==> src/hdl/lfs_pkg.sv <==
// Package for the line follower steering block: sizes, register indexes, state type
// and the sensor weight function. No dependencies.
`timescale 1ns / 1ps

package lfs_pkg;

   localparam int SENSOR_COUNT    = 8;
   localparam int SAMPLE_BITS     = 10;
   localparam int SENSOR_IDX_BITS = $clog2(SENSOR_COUNT);
   localparam int WEIGHT_BITS     = 10;
   localparam int TOTAL_BITS      = 13;
   localparam int WSUM_BITS       = 21;
   localparam int MAG_BITS        = WSUM_BITS - 1;
   localparam int QUOT_BITS       = 9;
   localparam int DIV_CNT_BITS    = $clog2(QUOT_BITS);
   localparam int POS_BITS        = 10;
   localparam int SPEED_BITS      = 8;
   localparam int COUNT_BITS      = 4;
   localparam int CORR_BITS       = 15;
   localparam int CSR_INDEX_BITS  = 3;
   localparam int CSR_DATA_BITS   = 13;

   localparam logic [COUNT_BITS-1:0] LOSS_MAX  = 4'd15;
   localparam logic [SPEED_BITS-1:0] SPEED_MAX = 8'd255;

   localparam logic [CSR_INDEX_BITS-1:0] REG_THRESHOLD   = 3'd0;
   localparam logic [CSR_INDEX_BITS-1:0] REG_GAIN        = 3'd1;
   localparam logic [CSR_INDEX_BITS-1:0] REG_LEFT_BASE   = 3'd2;
   localparam logic [CSR_INDEX_BITS-1:0] REG_RIGHT_BASE  = 3'd3;
   localparam logic [CSR_INDEX_BITS-1:0] REG_SEARCH_SPIN = 3'd4;
   localparam logic [CSR_INDEX_BITS-1:0] REG_MIN_SIGNAL  = 3'd5;
   localparam logic [CSR_INDEX_BITS-1:0] REG_MIN_ACTIVE  = 3'd6;
   localparam logic [CSR_INDEX_BITS-1:0] REG_LOST_LIMIT  = 3'd7;

   localparam logic [SAMPLE_BITS-1:0] THRESHOLD_RESET   = 10'd800;
   localparam logic [SPEED_BITS-1:0]  GAIN_RESET        = 8'd48;
   localparam logic [SPEED_BITS-1:0]  LEFT_BASE_RESET   = 8'd200;
   localparam logic [SPEED_BITS-1:0]  RIGHT_BASE_RESET  = 8'd200;
   localparam logic [SPEED_BITS-1:0]  SEARCH_SPIN_RESET = 8'd120;
   localparam logic [TOTAL_BITS-1:0]  MIN_SIGNAL_RESET  = 13'd50;
   localparam logic [COUNT_BITS-1:0]  MIN_ACTIVE_RESET  = 4'd6;
   localparam logic [COUNT_BITS-1:0]  LOST_LIMIT_RESET  = 4'd8;

   typedef enum logic [2:0] {
      ST_IDLE,
      ST_ACCUM,
      ST_SETUP,
      ST_DIVIDE,
      ST_SCALE,
      ST_DONE
   } state_type;

   // Sensor weight: 100 per position step, centered on the middle of the array.
   function automatic logic signed [WEIGHT_BITS-1:0] weight_of(
      input logic [SENSOR_IDX_BITS-1:0] idx);
      return WEIGHT_BITS'(100 * int'(idx) - 50 * (SENSOR_COUNT - 1));
   endfunction

endpackage

==> src/hdl/line_follow_steering.sv <==
// Line follower steering: weighted centroid, serial division and proportional drive.
// Depends on lfs_pkg.
`timescale 1ns / 1ps
//
//   channel | direction | ports                               | transfer when
//   req     | in        | req_valid/req_ready, req_sample_0-7 | req_valid && req_ready
//   rsp     | out       | rsp_valid/rsp_ready, 7 fields       | rsp_valid && rsp_ready
//   csr     | in        | csr_we, csr_index, csr_wdata        | csr_we
//
// An item passes from transfer to result through accumulation over the eight sensors,
// setup, nine divider steps, gain scaling and the load of the output register; the divider
// steps are skipped when the line is lost or the total is zero.
// The next item is taken the cycle after its result is loaded, even if that result waits,
// so a new item is accepted only once the last one has gone to the output register.
// Reset is synchronous and restores the configuration, control and tracking registers.
// A stalled result holds the block in its final step until the output register frees.

module line_follow_steering (
   input  logic                              clock,
   input  logic                              reset,
   input  logic                              req_valid,
   output logic                              req_ready,
   input  logic [lfs_pkg::SAMPLE_BITS-1:0]   req_sample_0,
   input  logic [lfs_pkg::SAMPLE_BITS-1:0]   req_sample_1,
   input  logic [lfs_pkg::SAMPLE_BITS-1:0]   req_sample_2,
   input  logic [lfs_pkg::SAMPLE_BITS-1:0]   req_sample_3,
   input  logic [lfs_pkg::SAMPLE_BITS-1:0]   req_sample_4,
   input  logic [lfs_pkg::SAMPLE_BITS-1:0]   req_sample_5,
   input  logic [lfs_pkg::SAMPLE_BITS-1:0]   req_sample_6,
   input  logic [lfs_pkg::SAMPLE_BITS-1:0]   req_sample_7,
   output logic                              rsp_valid,
   input  logic                              rsp_ready,
   output logic [lfs_pkg::SPEED_BITS-1:0]    rsp_left_speed,
   output logic [lfs_pkg::SPEED_BITS-1:0]    rsp_right_speed,
   output logic signed [lfs_pkg::POS_BITS-1:0] rsp_position,
   output logic                              rsp_line_lost,
   output logic [lfs_pkg::COUNT_BITS-1:0]    rsp_active_count,
   output logic                              rsp_at_intersection,
   output logic                              rsp_line_ended,
   input  logic                              csr_we,
   input  logic [lfs_pkg::CSR_INDEX_BITS-1:0] csr_index,
   input  logic [lfs_pkg::CSR_DATA_BITS-1:0]  csr_wdata
);

   import lfs_pkg::*;

   state_type state_ff, state_in;

   logic [SAMPLE_BITS-1:0] threshold_ff;
   logic [SPEED_BITS-1:0]  gain_ff, left_base_ff, right_base_ff, search_spin_ff;
   logic [TOTAL_BITS-1:0]  min_signal_ff;
   logic [COUNT_BITS-1:0]  min_active_ff, lost_limit_ff;

   logic signed [POS_BITS-1:0] last_pos_ff;
   logic [COUNT_BITS-1:0]      loss_run_ff;

   logic [SAMPLE_BITS-1:0]     samp_ff [SENSOR_COUNT];
   logic [SENSOR_IDX_BITS-1:0] acc_idx_ff;
   logic [TOTAL_BITS-1:0]      total_ff;
   logic signed [WSUM_BITS-1:0] wsum_ff;
   logic [COUNT_BITS-1:0]      active_ff;
   logic                       lost_ff;
   logic                       sign_ff;
   logic [TOTAL_BITS-1:0]      rem_ff;
   logic [QUOT_BITS-1:0]       dq_ff;
   logic [DIV_CNT_BITS-1:0]    div_cnt_ff;
   logic signed [POS_BITS-1:0] pos_ff;
   logic signed [CORR_BITS-1:0] corr_ff;

   logic                       rsp_valid_ff;
   logic [SPEED_BITS-1:0]      left_ff, right_ff;
   logic signed [POS_BITS-1:0] position_ff;
   logic                       line_lost_ff, at_int_ff, line_ended_ff;
   logic [COUNT_BITS-1:0]      active_out_ff;

   logic accept, acc_last, div_last, rsp_load;

   logic [SAMPLE_BITS-1:0]      head_v;
   logic                        head_active;
   logic signed [WSUM_BITS-1:0] head_prod;
   logic                        total_low;
   logic [WSUM_BITS-1:0]        wsum_abs;
   logic [TOTAL_BITS:0]         trial;
   logic                        trial_ge;
   logic signed [POS_BITS-1:0]  pos_new;
   logic signed [POS_BITS+SPEED_BITS:0] scaled;
   logic signed [POS_BITS+SPEED_BITS:0] scaled_adj;
   logic signed [CORR_BITS-1:0] spin_ext, offset;
   logic signed [CORR_BITS-1:0] left_raw, right_raw;
   logic [SPEED_BITS-1:0]       left_clamp, right_clamp;
   logic [COUNT_BITS-1:0]       loss_run_in;

   // Next state.
   always_comb begin
      state_in = state_ff;
      case (state_ff)
         ST_IDLE:   if (req_valid) state_in = ST_ACCUM;
         ST_ACCUM:  if (acc_last) state_in = ST_SETUP;
         ST_SETUP:  state_in = (total_low || total_ff == '0) ? ST_SCALE : ST_DIVIDE;
         ST_DIVIDE: if (div_last) state_in = ST_SCALE;
         ST_SCALE:  state_in = ST_DONE;
         ST_DONE:   if (!rsp_valid_ff || rsp_ready) state_in = ST_IDLE;
         default:   state_in = ST_IDLE;
      endcase
   end

   // Control outputs.
   always_comb begin
      req_ready = 1'b0;
      rsp_load  = 1'b0;
      case (state_ff)
         ST_IDLE: req_ready = 1'b1;
         ST_DONE: rsp_load  = !rsp_valid_ff || rsp_ready;
         default: begin
            req_ready = 1'b0;
            rsp_load  = 1'b0;
         end
      endcase
   end

   assign accept   = req_valid && req_ready;
   assign acc_last = acc_idx_ff == SENSOR_IDX_BITS'(SENSOR_COUNT - 1);
   assign div_last = div_cnt_ff == DIV_CNT_BITS'(QUOT_BITS - 1);

   // One sensor per cycle from the head of the sample shift register.
   assign head_active = samp_ff[0] > threshold_ff;
   assign head_v      = head_active ? samp_ff[0] - threshold_ff : '0;
   assign head_prod   = $signed({1'b0, head_v}) * weight_of(acc_idx_ff);

   assign total_low = total_ff < min_signal_ff;
   assign wsum_abs  = wsum_ff[WSUM_BITS-1] ? WSUM_BITS'(-wsum_ff) : wsum_ff;

   // One restoring division step per cycle; the quotient shifts in as the dividend leaves.
   assign trial    = {rem_ff, dq_ff[QUOT_BITS-1]};
   assign trial_ge = trial >= {1'b0, total_ff};

   assign pos_new    = sign_ff ? -$signed({1'b0, dq_ff}) : $signed({1'b0, dq_ff});
   assign scaled     = pos_new * $signed({1'b0, gain_ff});
   assign scaled_adj = scaled[POS_BITS+SPEED_BITS] ? scaled + (POS_BITS+SPEED_BITS+1)'(15)
                                                   : scaled;

   assign spin_ext = $signed(CORR_BITS'(search_spin_ff));
   assign offset   = lost_ff ? (last_pos_ff[POS_BITS-1] ? -spin_ext : spin_ext) : corr_ff;
   assign left_raw  = $signed(CORR_BITS'(left_base_ff)) - offset;
   assign right_raw = $signed(CORR_BITS'(right_base_ff)) + offset;

   always_comb begin
      if (left_raw < 0)
         left_clamp = '0;
      else if (left_raw > $signed(CORR_BITS'(SPEED_MAX)))
         left_clamp = SPEED_MAX;
      else
         left_clamp = left_raw[SPEED_BITS-1:0];
      if (right_raw < 0)
         right_clamp = '0;
      else if (right_raw > $signed(CORR_BITS'(SPEED_MAX)))
         right_clamp = SPEED_MAX;
      else
         right_clamp = right_raw[SPEED_BITS-1:0];
   end

   always_comb begin
      if (!lost_ff)
         loss_run_in = '0;
      else if (loss_run_ff == LOSS_MAX)
         loss_run_in = LOSS_MAX;
      else
         loss_run_in = loss_run_ff + 1'b1;
   end

   // Control state, configuration and loop state.
   always_ff @(posedge clock) begin
      if (reset) begin
         state_ff       <= ST_IDLE;
         acc_idx_ff     <= '0;
         div_cnt_ff     <= '0;
         rsp_valid_ff   <= 1'b0;
         last_pos_ff    <= '0;
         loss_run_ff    <= '0;
         threshold_ff   <= THRESHOLD_RESET;
         gain_ff        <= GAIN_RESET;
         left_base_ff   <= LEFT_BASE_RESET;
         right_base_ff  <= RIGHT_BASE_RESET;
         search_spin_ff <= SEARCH_SPIN_RESET;
         min_signal_ff  <= MIN_SIGNAL_RESET;
         min_active_ff  <= MIN_ACTIVE_RESET;
         lost_limit_ff  <= LOST_LIMIT_RESET;
      end else begin
         state_ff <= state_in;
         if (accept) acc_idx_ff <= '0;
         else if (state_ff == ST_ACCUM) acc_idx_ff <= acc_idx_ff + 1'b1;
         if (state_ff == ST_SETUP) div_cnt_ff <= '0;
         else if (state_ff == ST_DIVIDE) div_cnt_ff <= div_cnt_ff + 1'b1;
         if (rsp_load) begin
            rsp_valid_ff <= 1'b1;
            loss_run_ff  <= loss_run_in;
            if (!lost_ff) last_pos_ff <= pos_ff;
         end else if (rsp_ready) begin
            rsp_valid_ff <= 1'b0;
         end
         if (csr_we) begin
            case (csr_index)
               REG_THRESHOLD:   threshold_ff   <= csr_wdata[SAMPLE_BITS-1:0];
               REG_GAIN:        gain_ff        <= csr_wdata[SPEED_BITS-1:0];
               REG_LEFT_BASE:   left_base_ff   <= csr_wdata[SPEED_BITS-1:0];
               REG_RIGHT_BASE:  right_base_ff  <= csr_wdata[SPEED_BITS-1:0];
               REG_SEARCH_SPIN: search_spin_ff <= csr_wdata[SPEED_BITS-1:0];
               REG_MIN_SIGNAL:  min_signal_ff  <= csr_wdata[TOTAL_BITS-1:0];
               REG_MIN_ACTIVE:  min_active_ff  <= csr_wdata[COUNT_BITS-1:0];
               REG_LOST_LIMIT:  lost_limit_ff  <= csr_wdata[COUNT_BITS-1:0];
               default: ;
            endcase
         end
      end
   end

   // Datapath registers.
   always_ff @(posedge clock) begin
      if (accept) begin
         samp_ff[0] <= req_sample_0;
         samp_ff[1] <= req_sample_1;
         samp_ff[2] <= req_sample_2;
         samp_ff[3] <= req_sample_3;
         samp_ff[4] <= req_sample_4;
         samp_ff[5] <= req_sample_5;
         samp_ff[6] <= req_sample_6;
         samp_ff[7] <= req_sample_7;
         total_ff   <= '0;
         wsum_ff    <= '0;
         active_ff  <= '0;
      end else if (state_ff == ST_ACCUM) begin
         for (int i = 0; i < SENSOR_COUNT - 1; i++) samp_ff[i] <= samp_ff[i+1];
         total_ff  <= total_ff + TOTAL_BITS'(head_v);
         wsum_ff   <= wsum_ff + head_prod;
         active_ff <= active_ff + COUNT_BITS'(head_active);
      end

      if (state_ff == ST_SETUP) begin
         lost_ff <= total_low;
         if (total_low || total_ff == '0) begin
            sign_ff <= 1'b0;
            dq_ff   <= '0;
            rem_ff  <= '0;
         end else begin
            sign_ff <= wsum_ff[WSUM_BITS-1];
            rem_ff  <= TOTAL_BITS'(wsum_abs[MAG_BITS-1:QUOT_BITS]);
            dq_ff   <= wsum_abs[QUOT_BITS-1:0];
         end
      end else if (state_ff == ST_DIVIDE) begin
         rem_ff <= trial_ge ? TOTAL_BITS'(trial - {1'b0, total_ff}) : trial[TOTAL_BITS-1:0];
         dq_ff  <= {dq_ff[QUOT_BITS-2:0], trial_ge};
      end

      if (state_ff == ST_SCALE) begin
         pos_ff  <= pos_new;
         corr_ff <= CORR_BITS'(scaled_adj >>> 4);
      end

      if (rsp_load) begin
         left_ff       <= left_clamp;
         right_ff      <= right_clamp;
         position_ff   <= pos_ff;
         line_lost_ff  <= lost_ff;
         active_out_ff <= active_ff;
         at_int_ff     <= active_ff >= min_active_ff;
         line_ended_ff <= loss_run_in >= lost_limit_ff;
      end
   end

   assign rsp_valid           = rsp_valid_ff;
   assign rsp_left_speed      = left_ff;
   assign rsp_right_speed     = right_ff;
   assign rsp_position        = position_ff;
   assign rsp_line_lost       = line_lost_ff;
   assign rsp_active_count    = active_out_ff;
   assign rsp_at_intersection = at_int_ff;
   assign rsp_line_ended      = line_ended_ff;

endmodule

==> config.mk <==
export PLATFORM = sky130hd
export DESIGN_NAME = line_follow_steering
export DESIGN_NICKNAME = d
export VERILOG_FILES = /design/src/hdl/lfs_pkg.sv /design/src/hdl/line_follow_steering.sv
export SDC_FILE = /design/constraint.sdc
export NUM_CORES = 1
export LEC_CHECK = 0
export ABC_AREA = 1
export BUFFER_PORTS_ARGS = -buffer_cell sky130_fd_sc_hd__buf_2
export CAP_MARGIN = 40
export CORE_MARGIN = 8
export CORE_UTILIZATION = 45
export DETAILED_ROUTE_END_ITERATION = 8
export PLACE_DENSITY = 0.74
export SLEW_MARGIN = 40
export SYNTH_ARGS = -nofsm -noshare
export SYNTH_HDL_FRONTEND = slang
export SYNTH_SLANG_ARGS = --single-unit
==> constraint.sdc <==
create_clock -name clock -period 13 [get_ports clock]
set_input_delay 0.65 -clock clock [delete_from_list [all_inputs] [get_ports clock]]
set_output_delay 0.65 -clock clock [all_outputs]
set_load 0.02 [all_outputs]
### Yosys cells after proc, flatten, opt, wreduce, memory -nomap -nowiden

Memory sizes are Yosys's and may differ from the RTL's.
Index checks and enable logic that the tools add are counted.

* bits in registers: 208
* bits in writable memories: 80
* output and inout port bits: 35
* word-level logic and storage cells: 146
* memories kept: 1

Memory list
* samp_ff: depth 8, bits a word 10, rd ports 8, clocked after memory_dff 0, wr ports 8, line line_follow_steering.sv:57 `logic [SAMPLE_BITS-1:0] samp_ff [SENSOR_COUNT];`

* add/sub/neg operators: 15
* multipliers: 3
* magnitude comparators: 9
* eq/ne operators: 19
* muxes and demuxes: 39
* bitwise logic cells: 8
* reduce and logical (&&, ||, !) cells: 21

Operators with widths (count)
* $mux W10: 9
* $mux W13: 3
* $gt A15 B9 Y1 const B: 2
* $lt A15 B1 Y1 const B: 2
* $mux W15: 2
* $mux W9: 3
* $add A21 B21 Y21: 1
* $eq A3 B3 Y1 const B: 7
* $mul A11 B10 Y21: 1
* $mux W20: 1
* $neg A20 Y20: 1
* $add A19 B5 Y19 const B: 1
* $mul A10 B9 Y19: 1
* $mux W18: 1
* $pmux W3 S6: 1
* $reduce_and A2 Y1: 9
* $mux W8: 2
* $add A9 B15 Y15: 1
* $mux W3: 5
* $neg A8 Y15: 1
* $sub A9 B15 Y15: 1
* $ge A14 B13 Y1: 1
* $add A13 B10 Y13: 1
* $logic_not A13 Y1: 1
* other kinds (27): 56

### Depth between registers and ports, before layout

* depth after elaboration: 6
* depth in mapped cells: 37
* mapped depth without buffers: 37

### Least setup slack after synthesis

No wires, ideal clock.

* kind: register -> register
* from: memory samp_ff[0][0]
* to: register wsum_ff[19]
* library setup time: 0.119 ns
* data arrival time: 6.099 ns
* path slack: 6.783 ns
* stages on the path, launching flop included: 34
* path buffers: 0
* period minus slack after synthesis: 6.217 ns
* cells stage by stage: edfxtp_1 -> inv_1 -> ha_1 -> inv_1 -> fa_1 -> nand2_1 -> nand2_1 -> a21oi_2 -> nor3_1 -> nor3_2 -> nor2_1 -> o21ai_2 -> nand2_4 -> nand2_2 -> inv_2 -> nand2_2 -> nand2_1 -> fa_1 -> fa_1 -> inv_1 -> fa_1 -> fa_1 -> inv_1 -> fa_1 -> inv_1 -> ha_1 -> nand2_1 -> o21ai_0 -> a21oi_1 -> nand3b_1 -> nand2_1 -> nor2_1 -> o31ai_1 -> inv_1

RTL lines
* from (decl): line line_follow_steering.sv:57
* to (signal assigned): line line_follow_steering.sv:234 `wsum_ff <= wsum_ff + head_prod;`
* to (decl): line line_follow_steering.sv:60 `logic signed [WSUM_BITS-1:0] wsum_ff;`

==> results.ini <==
[finish]
fin_util_pct=50.6
area_delta_synth_final_pct=11.2
regArea_mm2=0.00719
final_nets=3206
design_area_mm2=0.0242
multiInputGateArea_mm2=0.0125
drive_gt1_share_pct=10.2
fill_cells=4479

[global_route]
grt_pass1_vias=17000
grt_pass1_wl_um=86000
track_usage_pct=18.7
overflow=0
grt_max_degree=89
antenna_found_initial=1

[yosys]
syn_avg_cell_area_um2=8.20
ys_types=61
yosysSeqAreaShare_pct=33.1
ys.flop_type=edfxtp_1
synthesis.area_mm2=0.0217
postSynthNetCount=3078
synth-edff-count=162
yosys.area.top_type_share_pct=22.4
synth_warnings=0
yosys.area.top_type=edfxtp_1
async_flop_share_pct=0
netlist_top_cells_area=edfxtp_1 (22%), fa_1 (13%), nand2_1 (11%)
synthCells=2650
ys_ff_latch=278

[route]
wl_per_cell_um=15.2
num_vias=17200
drc_errors=0
routed_via_density=5.03
drt_iter0_markers=1103
first_pass_iters=5
ant_nets=0
routed_wirelength_um=52000

[setup_path]
path_common_cell=inv_1
critical-path-top-delay-family=adder cells
crit_buf_inv=7
cpMaxStageDelayCell=fa_1
crit_path_end_kind=flip-flop
cp.arrival_ns=7.21
startpoint_type=flip-flop
path_class=reg -> reg
cpPeakStageDelay_ns=0.56
required_ns=13.42
crit_fanout=9

[cts]
cts_sinks=278
cts-root-buf=clkbuf_16
cts_setup_buffers=0
cts-resized-gates=0
clock_latency_ns=0.55
numCtsBuffers=34
clkTransAtPathRegs_ns=0.06
ctsHoldBuffers=0
htreeDepth=2
cts_tree=done
clockBufferDepth=3

[timing]
max_freq_mhz=147
worst_slew_pin_slew_ns=0.862
maxSlewViolCount=0
rsz0062_at_grt=no
finalWorstSetupSlack_ns=6.22
setup_viol=0
maxSlewHeadroom_pct=42.3
hold_viol_final=0
min_period_over_period_pct=52.2
fin_skew_ns=0.0247
setup_tns_ns=0
min_period_ns=6.78

[power]
ir_drop_mv=0.316
power_density_mw_per_mm2=284
p_total_mw=6.87
p_leak_nw=11.9

[placement]
io_buffers=135
pre_cts_slack_ns=6.25
gp_congestion=0.891
dp_hpwl_um=40300
dpl_cell_area_mm2=0.0231

[floorplanning]
die_area_mm2=0.0556
die_w_um=236
die_h_um=236
num_rows=80
pin_count=136
start_util_pct=45.5
design.core.area_mm2=0.0477

[hold_path]
hp-class=in -> reg

[job]
max_cap_viol_count=0

[status]
outcome=complete, no violations

==> through the flow <==
stage / hold slack, ns / std cells
2_1_floorplan: 0.400 / 2650
3_3_place_gp: 0.406 / 3356
3_5_place_dp: 0.409 / 3356
4_1_cts: 0.263 / 3417
5_1_grt: 0.270 / 3418
6_report: 0.286 / 3419
==> registers in the layout (all words and copies together), names as in the netlist, 8 cells and up <==
| name | flops |
|---|---|
| samp_ff | 80 |
| pos_ff | 10 |
| rsp_position | 10 |
| min_signal_ff | 13 |
| corr_ff | 15 |
| search_spin_ff | 8 |
| rsp_left_speed | 8 |
| wsum_ff | 20 |
| right_base_ff | 8 |
| total_ff | 13 |
| dq_ff | 9 |
| rsp_right_speed | 8 |
| threshold_ff | 10 |
| left_base_ff | 8 |
| gain_ff | 8 |
| rem_ff | 13 |
==> routing by layer <==
| metal | up-vias | GRT usage, % | wire length (um) |
|---|---|---|---|
| li1 | 8713 | - | - |
| met1 | 7989 | 24.0 | 22600 |
| met2 | 402 | 32.4 | 25100 |
| met3 | 105 | 2.39 | 2560 |
| met4 | 2 | 6.42 | 1640 |
| met5 | - | 0 | 13 |
==> worst paths after layout <==
check / from / to / slack, ns / cells past startpoint
setup / recovery: samp_ff[0][0] / wsum_ff[19] / 6.22 / 32
setup reg to reg: samp_ff[0][0] / wsum_ff[19] / 6.22 / 32
hold / removal: req_sample_7[9] / samp_ff[1][39] / 0.29 / 1
hold reg to reg: pos_ff[4] / rsp_position[4] / 0.41 / 0
==> cell usage after synthesis (7+ instances only) <==
| cell | instances |
|---|---|
| nor3_1 | 17 |
| xor2_1 | 52 |
| nand3_2 | 9 |
| a21oi_1 | 141 |
| ha_1 | 182 |
| dfxtp_1 | 116 |
| nor2_2 | 8 |
| clkbuf_1 | 39 |
| nand2_1 | 629 |
| o22ai_1 | 14 |
| nor4_1 | 7 |
| o21bai_1 | 8 |
| o21ai_0 | 144 |
| xnor2_1 | 29 |
| inv_2 | 11 |
| a31oi_1 | 8 |
| a21o_1 | 13 |
| nand4_1 | 24 |
| inv_1 | 471 |
| nand3_1 | 78 |
| o211ai_1 | 19 |
| fa_1 | 145 |
| or2_2 | 8 |
| nand2_2 | 15 |
| edfxtp_1 | 162 |
| nor2_4 | 10 |
| nor2_1 | 219 |
==> cell families after synthesis <==
family	synth area share (%)
adders and majority gates	23.8
AOI/OAI and AO/OA	9.82
and+or+nand+nor	20.3
xor gates and xnor gates	3.49
buffers and inverters	9.50
DFF	33.1
==> area by class of cell <==
cell class,count,share of cell area [%]
Inverter,490,7.64
Multi-Input combinational cell,1830,51.8
Tap cell,615,3.18
Timing Repair Buffer,144,3.12
Clock buffer,48,4.12
Antenna cell,1,0.0104
Clock inverter,13,0.424
Sequential cell,278,29.7
==> worst reg2reg max path: cells and delay by family, from the launching register on <==
| kind | cells | cell delay, ns |
|---|---|---|
| adders and majority gates | 8 | 3.47 |
| and+or+nand+nor | 12 | 1.36 |
| AOI/OAI and AO/OA | 5 | 0.95 |
| buffers and inverters | 7 | 0.53 |
| DFF | 1 | 0.35 |
==> cells in the final DEF (no fill, tap or decap), types with 8 or more instances in the layout <==
cell / instances
nor3_1: 15
xnor2_1: 29
clkbuf_16: 35
nand3_2: 9
inv_2: 12
o211ai_1: 19
nand2_1: 628
clkinv_1: 13
dfxtp_1: 116
nor2_4: 11
nand4_1: 24
o21bai_1: 8
a21oi_1: 141
a21o_1: 13
edfxtp_1: 162
a31oi_1: 8
fa_1: 145
nand2_2: 16
inv_1: 468
nor2_2: 10
buf_2: 135
xor2_1: 52
nand3_1: 78
o22ai_1: 14
or2_2: 8
o21ai_0: 144
nor2_1: 216
ha_1: 182
==> where the power goes <==
part           switching [mW]  internal [mW]
clock                   0.384          0.555
sequential              0.120           1.26
combinational            2.90           1.65
total                    3.40           3.47
No activity file was read; power rests on OpenSTA's default activity.
